File: src/sv/midpoint_circle_rasterizer_unit_defines.svh
// Assertion macros shared by the circle rasterizer RTL.
// Define NO_ASSERTIONS to compile the assertions out.
`ifndef MIDPOINT_CIRCLE_RASTERIZER_UNIT_DEFINES_SVH
`define MIDPOINT_CIRCLE_RASTERIZER_UNIT_DEFINES_SVH

`ifndef NO_ASSERTIONS

`define MCR_ASSERT_IMPL(label, clk, rst, ante, cons, msg) \
   label: assert property (@(posedge clk) disable iff (rst) (ante) |-> (cons)) \
      else $error(msg);

`define MCR_ASSERT_NEXT(label, clk, rst, ante, cons, msg) \
   label: assert property (@(posedge clk) disable iff (rst) (ante) |=> (cons)) \
      else $error(msg);

`else

`define MCR_ASSERT_IMPL(label, clk, rst, ante, cons, msg)

`define MCR_ASSERT_NEXT(label, clk, rst, ante, cons, msg)

`endif

`endif

File: src/sv/mcr_pkg.sv
// Shared types, constants and the point mirroring function of the circle rasterizer.
// No dependencies.
package mcr_pkg;

   localparam int COORD_BITS = 10;
   localparam int PT_BITS    = COORD_BITS + 2;
   localparam int DEC_BITS   = COORD_BITS + 3;
   localparam int OCT_BITS   = 3;
   localparam int Q_DEPTH    = 2;
   localparam int Q_PTR_BITS = (Q_DEPTH > 1) ? $clog2(Q_DEPTH) : 1;
   localparam int Q_CNT_BITS = $clog2(Q_DEPTH + 1);

   typedef logic        [COORD_BITS-1:0] coord_type;
   typedef logic signed [PT_BITS-1:0]    pt_type;
   typedef logic signed [DEC_BITS-1:0]   dec_type;
   typedef logic        [OCT_BITS-1:0]   oct_type;
   typedef logic        [Q_PTR_BITS-1:0] qptr_type;
   typedef logic        [Q_CNT_BITS-1:0] qcnt_type;

   localparam logic OP_START   = 1'b0;
   localparam logic OP_ADVANCE = 1'b1;

   // 5/4 truncates to one in integer arithmetic.
   localparam dec_type DEC_INIT  = dec_type'(5 / 4);
   localparam dec_type DEC_THREE = dec_type'(3);
   localparam dec_type DEC_FIVE  = dec_type'(5);
   localparam pt_type  PT_ONE    = pt_type'(1);

   localparam oct_type OCT_XY    = 3'd0;
   localparam oct_type OCT_YX    = 3'd1;
   localparam oct_type OCT_YNX   = 3'd2;
   localparam oct_type OCT_XNY   = 3'd3;
   localparam oct_type OCT_NXNY  = 3'd4;
   localparam oct_type OCT_NYNX  = 3'd5;
   localparam oct_type OCT_NYX   = 3'd6;
   localparam oct_type OCT_NXY   = 3'd7;
   localparam oct_type OCT_FIRST = OCT_XY;
   localparam oct_type OCT_LAST  = OCT_NXY;

   localparam qptr_type QPTR_ZERO = qptr_type'(0);
   localparam qptr_type QPTR_ONE  = qptr_type'(1);
   localparam qptr_type QPTR_LAST = qptr_type'(Q_DEPTH - 1);
   localparam qcnt_type QCNT_ONE  = qcnt_type'(1);
   localparam qcnt_type QCNT_FULL = qcnt_type'(Q_DEPTH);

   // One step of a circle: the offsets whose eight mirrors are emitted.
   typedef struct packed {
      coord_type center_x;
      coord_type center_y;
      coord_type x;
      coord_type y;
      logic      done;
   } step_type;

   typedef struct packed {
      pt_type px;
      pt_type py;
   } point_type;

   function automatic point_type point_of(step_type s, oct_type k);
      point_type r;
      pt_type    cx;
      pt_type    cy;
      pt_type    ox;
      pt_type    oy;
      cx = pt_type'(s.center_x);
      cy = pt_type'(s.center_y);
      ox = pt_type'(s.x);
      oy = pt_type'(s.y);
      case (k)
         OCT_XY:   begin r.px = cx + ox; r.py = cy + oy; end
         OCT_YX:   begin r.px = cx + oy; r.py = cy + ox; end
         OCT_YNX:  begin r.px = cx + oy; r.py = cy - ox; end
         OCT_XNY:  begin r.px = cx + ox; r.py = cy - oy; end
         OCT_NXNY: begin r.px = cx - ox; r.py = cy - oy; end
         OCT_NYNX: begin r.px = cx - oy; r.py = cy - ox; end
         OCT_NYX:  begin r.px = cx - oy; r.py = cy + ox; end
         OCT_NXY:  begin r.px = cx - ox; r.py = cy + oy; end
         default:  begin r.px = cx;      r.py = cy;      end
      endcase
      return r;
   endfunction

endpackage

File: src/sv/mcr_channels.sv
// Request and response channel interfaces of the circle rasterizer.
// Depends on mcr_pkg for the payload types.
interface mcr_req_if;
   logic                 valid;
   logic                 ready;
   logic                 op;
   mcr_pkg::coord_type   center_x;
   mcr_pkg::coord_type   center_y;
   mcr_pkg::coord_type   radius;

   modport source (output valid, op, center_x, center_y, radius, input ready);
   modport sink   (input valid, op, center_x, center_y, radius, output ready);
endinterface

interface mcr_rsp_if;
   logic                 valid;
   logic                 ready;
   mcr_pkg::pt_type      point_x;
   mcr_pkg::pt_type      point_y;
   mcr_pkg::oct_type     octant;
   logic                 last_of_step;
   logic                 circle_done;

   modport source (output valid, point_x, point_y, octant, last_of_step, circle_done,
                   input ready);
   modport sink   (input valid, point_x, point_y, octant, last_of_step, circle_done,
                   output ready);
endinterface

File: src/sv/midpoint_circle_rasterizer_unit.sv
// Midpoint circle rasterizer top level: front part, step queue and back part.
// A request's step goes through the step queue, then the registered response stage.
// Throughput: one step of eight points, bounded by the response channel carrying one
// point per cycle while the receiver is ready; requests are taken every cycle while
// the two-entry step queue has room. Synchronous reset clears the circle state, the
// decision, the active flag, the queue and the response valid.
module midpoint_circle_rasterizer_unit (
   input  logic      clock,
   input  logic      reset,
   mcr_req_if.sink   req_ch,
   mcr_rsp_if.source rsp_ch
);

   logic              q_push;
   logic              q_ready;
   logic              q_pop;
   logic              q_valid;
   mcr_pkg::step_type q_step;
   mcr_pkg::step_type q_head;

   mcr_front u_front (
      .clock   (clock),
      .reset   (reset),
      .req_ch  (req_ch),
      .q_ready (q_ready),
      .q_push  (q_push),
      .q_step  (q_step)
   );

   mcr_queue u_queue (
      .clock     (clock),
      .reset     (reset),
      .push      (q_push),
      .push_step (q_step),
      .ready     (q_ready),
      .pop       (q_pop),
      .valid     (q_valid),
      .head      (q_head)
   );

   mcr_back u_back (
      .clock   (clock),
      .reset   (reset),
      .q_valid (q_valid),
      .q_head  (q_head),
      .q_pop   (q_pop),
      .rsp_ch  (rsp_ch)
   );

endmodule

File: src/sv/mcr_queue.sv
// Small step queue between the front and back parts of the circle rasterizer.
// Depends on mcr_pkg and the assertion macro header.
`include "midpoint_circle_rasterizer_unit_defines.svh"

module mcr_queue (
   input  logic               clock,
   input  logic               reset,
   input  logic               push,
   input  mcr_pkg::step_type  push_step,
   output logic               ready,
   input  logic               pop,
   output logic               valid,
   output mcr_pkg::step_type  head
);

   mcr_pkg::step_type slot_ff [mcr_pkg::Q_DEPTH];
   mcr_pkg::qptr_type wr_ptr_ff, wr_ptr_in;
   mcr_pkg::qptr_type rd_ptr_ff, rd_ptr_in;
   mcr_pkg::qcnt_type count_ff, count_in;

   always_comb begin
      wr_ptr_in = wr_ptr_ff;
      rd_ptr_in = rd_ptr_ff;
      count_in  = count_ff;
      if (push) begin
         wr_ptr_in = (wr_ptr_ff == mcr_pkg::QPTR_LAST) ? mcr_pkg::QPTR_ZERO
                                                       : wr_ptr_ff + mcr_pkg::QPTR_ONE;
      end
      if (pop) begin
         rd_ptr_in = (rd_ptr_ff == mcr_pkg::QPTR_LAST) ? mcr_pkg::QPTR_ZERO
                                                       : rd_ptr_ff + mcr_pkg::QPTR_ONE;
      end
      if (push && !pop) begin
         count_in = count_ff + mcr_pkg::QCNT_ONE;
      end else if (pop && !push) begin
         count_in = count_ff - mcr_pkg::QCNT_ONE;
      end
   end

   always_ff @(posedge clock) begin
      if (reset) begin
         wr_ptr_ff <= mcr_pkg::QPTR_ZERO;
         rd_ptr_ff <= mcr_pkg::QPTR_ZERO;
         count_ff  <= '0;
      end else begin
         wr_ptr_ff <= wr_ptr_in;
         rd_ptr_ff <= rd_ptr_in;
         count_ff  <= count_in;
      end
   end

   always_ff @(posedge clock) begin
      if (push) begin
         slot_ff[wr_ptr_ff] <= push_step;
      end
   end

   assign ready = (count_ff != mcr_pkg::QCNT_FULL);
   assign valid = (count_ff != '0);
   assign head  = slot_ff[rd_ptr_ff];

   `MCR_ASSERT_IMPL(a_no_push_when_full, clock, reset, push, count_ff < mcr_pkg::QCNT_FULL, "step queue overflow")
   `MCR_ASSERT_IMPL(a_no_pop_when_empty, clock, reset, pop, count_ff != '0, "step queue underflow")

endmodule

File: src/sv/mcr_front.sv
// Front part of the circle rasterizer: takes requests, keeps the circle state
// and the decision variable, and queues one step record per emitting request.
// Depends on mcr_pkg, the channel interfaces and the assertion macro header.
`include "midpoint_circle_rasterizer_unit_defines.svh"

module mcr_front (
   input  logic               clock,
   input  logic               reset,
   mcr_req_if.sink            req_ch,
   input  logic               q_ready,
   output logic               q_push,
   output mcr_pkg::step_type  q_step
);

   mcr_pkg::coord_type cx_ff, cx_in;
   mcr_pkg::coord_type cy_ff, cy_in;
   mcr_pkg::coord_type x_ff, x_in;
   mcr_pkg::coord_type y_ff, y_in;
   mcr_pkg::dec_type   p_ff, p_in;
   logic               active_ff, active_in;

   logic               accept;
   logic               load;
   logic               act;
   logic               past_end;
   mcr_pkg::coord_type ax, ay;
   mcr_pkg::dec_type   ap, xe, ye, pn;
   mcr_pkg::coord_type xn, yn;
   logic               done;

   always_comb begin
      accept = req_ch.valid && req_ch.ready;
      load   = (req_ch.op == mcr_pkg::OP_START);
      act    = load || active_ff;
      cx_in  = load ? req_ch.center_x : cx_ff;
      cy_in  = load ? req_ch.center_y : cy_ff;
      ax     = load ? '0 : x_ff;
      ay     = load ? req_ch.radius : y_ff;
      ap     = load ? mcr_pkg::DEC_INIT - mcr_pkg::dec_type'(req_ch.radius) : p_ff;
      past_end = (ax > ay);

      xe = mcr_pkg::dec_type'(ax);
      ye = mcr_pkg::dec_type'(ay);
      xn = ax + mcr_pkg::coord_type'(1);
      // Negative decision keeps y; otherwise y steps inward.
      if (ap[mcr_pkg::DEC_BITS-1]) begin
         pn   = ap + (xe <<< 1) + mcr_pkg::DEC_THREE;
         yn   = ay;
         done = (mcr_pkg::pt_type'(ax) + mcr_pkg::PT_ONE) > mcr_pkg::pt_type'(ay);
      end else begin
         pn   = ap + ((xe - ye) <<< 1) + mcr_pkg::DEC_FIVE;
         yn   = ay - mcr_pkg::coord_type'(1);
         done = (mcr_pkg::pt_type'(ax) + mcr_pkg::PT_ONE) >
                (mcr_pkg::pt_type'(ay) - mcr_pkg::PT_ONE);
      end

      x_in      = x_ff;
      y_in      = y_ff;
      p_in      = p_ff;
      active_in = active_ff;
      if (act) begin
         if (past_end) begin
            active_in = 1'b0;
         end else begin
            x_in      = xn;
            y_in      = yn;
            p_in      = pn;
            active_in = !done;
         end
      end

      q_push          = accept && act && !past_end;
      q_step.center_x = cx_in;
      q_step.center_y = cy_in;
      q_step.x        = ax;
      q_step.y        = ay;
      q_step.done     = done;
   end

   assign req_ch.ready = q_ready;

   always_ff @(posedge clock) begin
      if (reset) begin
         cx_ff     <= '0;
         cy_ff     <= '0;
         x_ff      <= '0;
         y_ff      <= '0;
         p_ff      <= '0;
         active_ff <= 1'b0;
      end else if (accept && act) begin
         cx_ff     <= cx_in;
         cy_ff     <= cy_in;
         x_ff      <= x_in;
         y_ff      <= y_in;
         p_ff      <= p_in;
         active_ff <= active_in;
      end
   end

   `MCR_ASSERT_IMPL(a_active_inside_octant, clock, reset, active_ff, x_ff <= y_ff, "active circle has x beyond y")
   `MCR_ASSERT_NEXT(a_done_ends_circle, clock, reset, q_push && q_step.done, !active_ff, "circle still active after its last step")

endmodule

File: src/sv/mcr_back.sv
// Back part of the circle rasterizer: expands each queued step into its eight
// mirrored points, one per cycle unless stalled, via a registered response stage.
// Depends on mcr_pkg, the channel interfaces and the assertion macro header.
`include "midpoint_circle_rasterizer_unit_defines.svh"

module mcr_back (
   input  logic               clock,
   input  logic               reset,
   input  logic               q_valid,
   input  mcr_pkg::step_type  q_head,
   output logic               q_pop,
   mcr_rsp_if.source          rsp_ch
);

   mcr_pkg::step_type  rec_ff, rec_in;
   mcr_pkg::oct_type   oct_ff, oct_in;
   logic               valid_ff, valid_in;
   mcr_pkg::point_type pt_ff, pt_in;

   logic               take;
   logic               last;

   always_comb begin
      take     = valid_ff && rsp_ch.ready;
      last     = (oct_ff == mcr_pkg::OCT_LAST);
      // A new step enters when the stage is empty or its final point leaves now.
      q_pop    = q_valid && (!valid_ff || (take && last));
      rec_in   = rec_ff;
      oct_in   = oct_ff;
      valid_in = valid_ff;
      pt_in    = pt_ff;
      if (q_pop) begin
         rec_in   = q_head;
         oct_in   = mcr_pkg::OCT_FIRST;
         valid_in = 1'b1;
         pt_in    = mcr_pkg::point_of(q_head, mcr_pkg::OCT_FIRST);
      end else if (take && !last) begin
         oct_in = oct_ff + mcr_pkg::oct_type'(1);
         pt_in  = mcr_pkg::point_of(rec_ff, oct_ff + mcr_pkg::oct_type'(1));
      end else if (take) begin
         valid_in = 1'b0;
      end
   end

   always_ff @(posedge clock) begin
      if (reset) begin
         valid_ff <= 1'b0;
         oct_ff   <= mcr_pkg::OCT_FIRST;
      end else begin
         valid_ff <= valid_in;
         oct_ff   <= oct_in;
      end
   end

   always_ff @(posedge clock) begin
      rec_ff <= rec_in;
      pt_ff  <= pt_in;
   end

   assign rsp_ch.valid        = valid_ff;
   assign rsp_ch.point_x      = pt_ff.px;
   assign rsp_ch.point_y      = pt_ff.py;
   assign rsp_ch.octant       = oct_ff;
   assign rsp_ch.last_of_step = last;
   assign rsp_ch.circle_done  = last && rec_ff.done;

   `MCR_ASSERT_NEXT(a_idle_stage_loads, clock, reset, q_valid && !valid_ff, valid_ff && (oct_ff == mcr_pkg::OCT_FIRST), "waiting step not loaded into idle stage")
   `MCR_ASSERT_NEXT(a_octant_advances, clock, reset, take && !last, valid_ff && (oct_ff == $past(oct_ff) + mcr_pkg::oct_type'(1)), "octant did not advance after a taken point")

endmodule

File: src/flat_wrapper.sv
// flat-port wrapper written by rule: the top's interface ports become plain ports
module midpoint_circle_rasterizer_unit_flat 
  (clock, reset, req_ch_valid, req_ch_op, req_ch_center_x, req_ch_center_y, req_ch_radius, req_ch_ready, rsp_ch_valid, rsp_ch_point_x, rsp_ch_point_y, rsp_ch_octant, rsp_ch_last_of_step, rsp_ch_circle_done, rsp_ch_ready);
  mcr_req_if req_ch_i ();
  mcr_rsp_if rsp_ch_i ();
  input  logic clock;
  input  logic reset;
  input wire logic [$bits(req_ch_i.valid)-1:0] req_ch_valid;
  input wire logic [$bits(req_ch_i.op)-1:0] req_ch_op;
  input wire logic [$bits(req_ch_i.center_x)-1:0] req_ch_center_x;
  input wire logic [$bits(req_ch_i.center_y)-1:0] req_ch_center_y;
  input wire logic [$bits(req_ch_i.radius)-1:0] req_ch_radius;
  output wire logic [$bits(req_ch_i.ready)-1:0] req_ch_ready;
  output wire logic [$bits(rsp_ch_i.valid)-1:0] rsp_ch_valid;
  output wire logic [$bits(rsp_ch_i.point_x)-1:0] rsp_ch_point_x;
  output wire logic [$bits(rsp_ch_i.point_y)-1:0] rsp_ch_point_y;
  output wire logic [$bits(rsp_ch_i.octant)-1:0] rsp_ch_octant;
  output wire logic [$bits(rsp_ch_i.last_of_step)-1:0] rsp_ch_last_of_step;
  output wire logic [$bits(rsp_ch_i.circle_done)-1:0] rsp_ch_circle_done;
  input wire logic [$bits(rsp_ch_i.ready)-1:0] rsp_ch_ready;
  assign req_ch_i.valid = req_ch_valid;
  assign req_ch_i.op = req_ch_op;
  assign req_ch_i.center_x = req_ch_center_x;
  assign req_ch_i.center_y = req_ch_center_y;
  assign req_ch_i.radius = req_ch_radius;
  assign req_ch_ready = req_ch_i.ready;
  assign rsp_ch_valid = rsp_ch_i.valid;
  assign rsp_ch_point_x = rsp_ch_i.point_x;
  assign rsp_ch_point_y = rsp_ch_i.point_y;
  assign rsp_ch_octant = rsp_ch_i.octant;
  assign rsp_ch_last_of_step = rsp_ch_i.last_of_step;
  assign rsp_ch_circle_done = rsp_ch_i.circle_done;
  assign rsp_ch_i.ready = rsp_ch_ready;
  midpoint_circle_rasterizer_unit u_core (.clock(clock), .reset(reset), .req_ch(req_ch_i), .rsp_ch(rsp_ch_i));
endmodule
File: config.mk
export PLATFORM = sky130hd
export DESIGN_NAME = midpoint_circle_rasterizer_unit_flat
export DESIGN_NICKNAME = d
export VERILOG_FILES = /design/src/sv/mcr_pkg.sv /design/src/sv/mcr_channels.sv /design/src/sv/midpoint_circle_rasterizer_unit.sv /design/src/sv/mcr_queue.sv /design/src/sv/mcr_front.sv /design/src/sv/mcr_back.sv /design/src/flat_wrapper.sv
export VERILOG_INCLUDE_DIRS = /design/src /design/src/sv
export SDC_FILE = /design/constraint.sdc
export NUM_CORES = 1
export LEC_CHECK = 0
export ABC_AREA = 1
export BUFFER_PORTS_ARGS = -buffer_cell sky130_fd_sc_hd__buf_4
export CORE_MARGIN = 10
export CORE_UTILIZATION = 55
export CTS_BUF_LIST = sky130_fd_sc_hd__clkbuf_4 sky130_fd_sc_hd__clkbuf_8 sky130_fd_sc_hd__clkbuf_16
export CTS_CLUSTER_SIZE = 20
export DETAILED_ROUTE_END_ITERATION = 6
export PLACE_DENSITY = 0.72
export SYNTH_ARGS = -nofsm -noshare
export SYNTH_HDL_FRONTEND = slang
export SYNTH_SLANG_ARGS = --single-unit
export TNS_END_PERCENT = 30
File: constraint.sdc
create_clock -name clock -period 6.9 [get_ports clock]
set_clock_uncertainty 0.15 [all_clocks]
set_input_delay 0.345 -clock clock [delete_from_list [all_inputs] [get_ports clock]]
set_output_delay 0.345 -clock clock [all_outputs]
set_load 0.01 [all_outputs]
Word-level counts from Yosys, hierarchy flattened. Memory sizes are Yosys's and may differ from the RTL's. A register that Yosys moved wholly into a read port is not among the register bits. Cells that the tools add are included.

Register bits: 127. Memory bits (writable): 82. Input port bits: 35. Memories kept: 1.

Add/sub/neg operators: 25. Order comparisons: 3. Eq/ne operators: 10. Multiplexer cells: 23. Bitwise operators: 2. Reduce and logical (&&, ||, !) cells: 27.

Memories: u_core.u_queue.slot_ff (depth 2, width 41, read ports 1, clocked after Yosys merged registers in 1, write ports 1, line mcr_queue.sv:16) `mcr_pkg::step_type slot_ff [mcr_pkg::Q_DEPTH];`.

Operator list (count): $pmux 24 s8 (1); $add 10x10->11 (6); $sub 10x10->11 (5); $mux 10 (5); $mux 24 (2); $add 13x12->13 (2); $mux 13 (2); $gt 12x11->1 (2); $eq 3x3->1 const B (5); $add 13x3->13 const B (1); $add 13x4->13 const B (1); $add 10x1->11 const B (1); $mux 1 (11); $sub 1x10->11 const A (1); $sub 10x1->11 const B (1); $add 10x1->10 const B (1); $gt 10x10->1 (1); $logic_and 1x1->1 (10); $sub 10x1->10 const B (1); $reduce_bool 2->1 (4); $eq 3x2->1 const B (2); $logic_not 1->1 (6); $mux 2 (2); $reduce_and 2->1 (2); 12 further kinds (15).

Logic depth before layout (Yosys ltp).
Depth after elaboration: 8. Depth in mapped cells: 24. Gate-level depth less buffers: 24.

Cells and area by module. A second synthesis with hierarchy kept.

Cells, all modules: 2217. Area, all modules: 16997.6 µm².

By module, submodules not included: mcr_back (times used 1, cells each 1130, area each 7852.5 µm², sequential area each 2031.9 µm²); mcr_front (times used 1, cells each 926, area each 5753.0 µm², sequential area each 1081.0 µm²); mcr_queue (times used 1, cells each 161, area each 3392.0 µm², sequential area each 2562.5 µm²).

Worst setup path after synthesis. No wires, ideal clock.

Path kind: in2reg. From: in req_ch_op. To: mem u_core.u_queue.slot_ff[0][0] in the netlist's numbering, enable pin. Setup time: 440 ps. Arrival time: 3913 ps. Data required time: 6310 ps. Slack: 2397 ps. Stages: 14. Path buffers: 3. Cells stage by stage: buf_6 -> inv_2 -> buf_4 -> o21ai_0 -> ha_1 -> nand3_1 -> inv_1 -> nand2_1 -> nor3_1 -> nand4_2 -> nand2_1 -> nand2_2 -> buf_6 -> nor2_1.

Cells in the longest elaborated chain, start to end: 6. Elaborated cells between the ends (all ways): 10. Classes of those cells: order compare: 1; mux: 4; bitwise: 1; reduce/logical: 4.

Ends and longest elaborated chain: from (decl) (line flat_wrapper.sv:9) `input wire logic [$bits(req_ch_i.op)-1:0] req_ch_op;`; $mux 10 (tied with other cells) (line mcr_front.sv:37) `ax = load ? '0 : x_ff;`; $gt 10x10->1 or $logic_or 1x1->1 (tied branches) (line mcr_front.sv:40, mcr_front.sv:34); $logic_not 1->1 or $logic_and 1x1->1 (tied branches) (line mcr_front.sv:72) `q_push = accept && act && !past_end;`; $logic_and 1x1->1 * (line mcr_front.sv:72); $mux 1 * (line mcr_queue.sv:53) `if (push) begin`; $mux 1 (implied by the code) * (line mcr_queue.sv:54) `slot_ff[wr_ptr_ff] <= push_step;`; to (decl) (line mcr_queue.sv:16).

Every way passes the cells marked *; elsewhere a longest branch is shown, timed or not.

Worst setup path in the final report.
From: in req_ch_op. To: mem u_core.u_queue.slot_ff[1][17] in the netlist's numbering, enable pin.

Same word-level chain as after synthesis.

==> run metrics <==
launching point of the worst reg2reg path u_core.u_front.y_ff[9]$_SDFFE_PP0P_; register area share after synthesis 0.351; relative slew slack 0.347; Total GRT Usage 0.263; slowest CP cell nor2_4; min-delay worst type primary input to register; critical path launch point req_ch_op; CTS hold repair buffers 0; die span in x 191 um; worst path bufs/invs 4; Yosys cell types 52; Top delay family on crit path simple AND/OR/NAND/NOR gates; synthesis-to-layout area growth 10.3%; startpoint types primary input; max-cap violations 0; Post-DP HPWL 38,600 um; initial antenna violation count 0; postcts setup bufs 0; Pwr per Cell Area 462 mW/mm^2; largest net degree at the start of global routing 63; met3 WL post-DR 2550 um; I/O Buffers 65; first-pass GRT wire length 75,700 um; ys flop type edfxtp_1; post-route insts no fill 2,521; Crit Path Class primary input to register; clock buffer depth 3; Critical Path RT 6.97 ns; status finished clean; GR Overflow Total 0; Psw 3.95 mW; Final Cell Area 0.0178 sq mm; post-route DRC violation count 0; Sw Share 0.479; worst skew pair latency 0.52 ns; setup violators final 0; Seq pwr share 0.255; critical path, cell by cell buf_4 -> inv_2 -> o21ai_0 -> ha_1 -> nand3_1 -> inv_1 -> nand2_1 -> nor3_1 -> nand4_2 -> nand2_1 -> nand2_2 -> nor2_4 -> buf_4; logic gate share of total power 0.580; Worst-path clk slew 0.07 ns; Fill cells 2,610; vias per inst 5.70; max-slew violation count 0; Final Power 8.25 mW; final RePlAce weighted congestion 1.00; Hold Worst Slack 0.0209 ns; Die Height 191 um; number of global-route vias before repair 14,000; pre-CTS setup slack 1.68 ns; H-Tree Depth 1; met1 wire length 19,800 um; Top Metal Used met4; 1st-iter DRT viols 1,077; final core utilization 0.618; Fmax achieved 213 MHz; Slew @ Worst Pin 0.978 ns; hold_sp reset; crit path DAT 4.77 ns; Cells after DPL 2,478; Routed WL 48,900 um; met2 routed wirelength 24,100 um; Starting Density 0.560; clk sink count 210; Post-Syn Area 0.0162 sq mm; Avg Inst Size Synth 7.80 sq um; CTS tree yes; I/O Pins 66; clock group share of total power 0.165; Leak 8.45 nW; YS warnings 0; commonest non-fill, non-tap cell in the layout nand2_1; flops & latches, synth 210; Inserted Clock Buffers 24; fin nets 2,348; Crit. End Element register; Final ANT Viol Nets 0; Cell Area, Placed 0.0170 sq mm; Post-CTS Resized 0; slowest stage delay, CP 0.91 ns; Worst VDD drop 0.000380 V; Final WS setup 2.20 ns; Int Power 4.29 mW; core area 0.0289 sq mm; die area 0.0367 sq mm; FP Rows 62; Sum Neg Setup Slack 0 ns; Post-Syn Nets 2,302; post-synthesis cell count 2,074; crit-path max FO 58; final hold vios 0; CTS root buf clkbuf_16; Final period util 0.682; RSZ-0062 raised after global routing false; ANT cells 0; EDFF count, synth 147; wire length per cell 19.4 um; DR pass1 iterations 6; commonest cells after routing, fill and taps aside 429 x nand2_1, 287 x inv_1, 180 x ha_1; ys async rst share 0; DR vias 14,400; Final min period 4.70 ns; share of cells above drive strength 1 0.0936
[power groups by stage]
| stage | Sequential [mW] | Clock (mW) | Combinational [mW] |
|---|---|---|---|
| finish | 2.10 | 1.36 | 4.78 |
| global placement | 2.11 | 0 | 4.65 |
| global route | 2.12 | 1.44 | 5.30 |
| floorplan | 2.04 | 0 | 3.31 |
| detailed placement | 2.12 | 0 | 4.68 |
| CTS | 2.10 | 1.39 | 4.72 |
[kinds of logic (layout without fill, tap and decap cells)]
logic type	Yosys count	in the layout	share of synthesized area
fa+ha+maj	193	193	0.155
simple gates	799	799	0.207
flops	210	210	0.351
xor+xnor	50	50	0.0271
compound gates	431	431	0.147
mux	39	39	0.0271
buf+inv	352	415	0.0854
[final cells by class]
class                      instances  area (sq um)  area share
multi-input combinational       1512          9140       0.512
sequential                       210          5680       0.318
inverter                         296          1110      0.0623
clock buffer                      29           657      0.0368
timing repair buffer              76           571      0.0320
tap                              384           480      0.0269
clock inverter                    14           201      0.0113
[registers in the layout, summed over array words and instances (netlist names), 2 cells and up, named ones only]
register                      cells
u_core.u_back.rsp_ch.octant       3
u_core.u_front.cx_ff             10
u_core.u_queue.count_ff           2
u_core.u_front.cy_ff             10
u_core.u_front.x_ff              10
u_core.u_front.y_ff              10
u_core.u_back.rsp_ch.point_y     12
u_core.u_back.rsp_ch.point_x     12
u_core.u_back.rec_ff             41
u_core.u_queue.slot_ff           82
u_core.u_front.p_ff              13
[synthesized netlist by cell type (4+ instances only)]
cell type    n  area [sq um]
inv_2        7          26.3
nand3_1    122           611
buf_6        5          56.3
o211ai_1    11          82.6
fa_1        13           260
o21ai_1     17          85.1
buf_2        8          40.0
a31oi_1     12          75.1
nand4_1     31           194
mux2_2      38           428
xnor2_1      9          78.8
ha_1       180          2250
o2111ai_1    4          35.0
buf_1        5          18.8
o221ai_1     4          35.0
a21oi_1    174           871
or2_2       10          62.6
a21boi_0     7          52.6
a21o_1       7          52.6
o22ai_1      4          25.0
o21ai_0    161           806
xor2_1      41           359
inv_1      288          1080
edfxtp_1   147          4410
nand2_2     11          68.8
nor2_1     174           653
o21bai_1    11          82.6
nand3b_1     4          30.0
clkbuf_1    35           131
dfxtp_1     63          1260
nor3_1      11          55.1
nand2_1    429          1610
[final timing paths]
| check | end | slack (ns) | cells after the start |
|---|---|---|---|
| max reg2reg | u_core.u_queue.slot_ff[1][17]$_DFFE_PP_ | 2.81 | 11 |
| min reg2reg | register | 0.30 | 1 |
| max | u_core.u_queue.slot_ff[1][17]$_DFFE_PP_ | 2.20 | 13 |
| min | u_core.u_front.p_ff[9]$_SDFFE_PP0P_ | 0.02 | 2 |
[routing by layer]
metal,vias up,GRT usage
met1,6670,0.315
met2,511,0.467
met5,-,0
met4,0,0.121
met3,126,0.0268
li1,7056,-
Note: power is estimated with default switching activity, not from simulation.
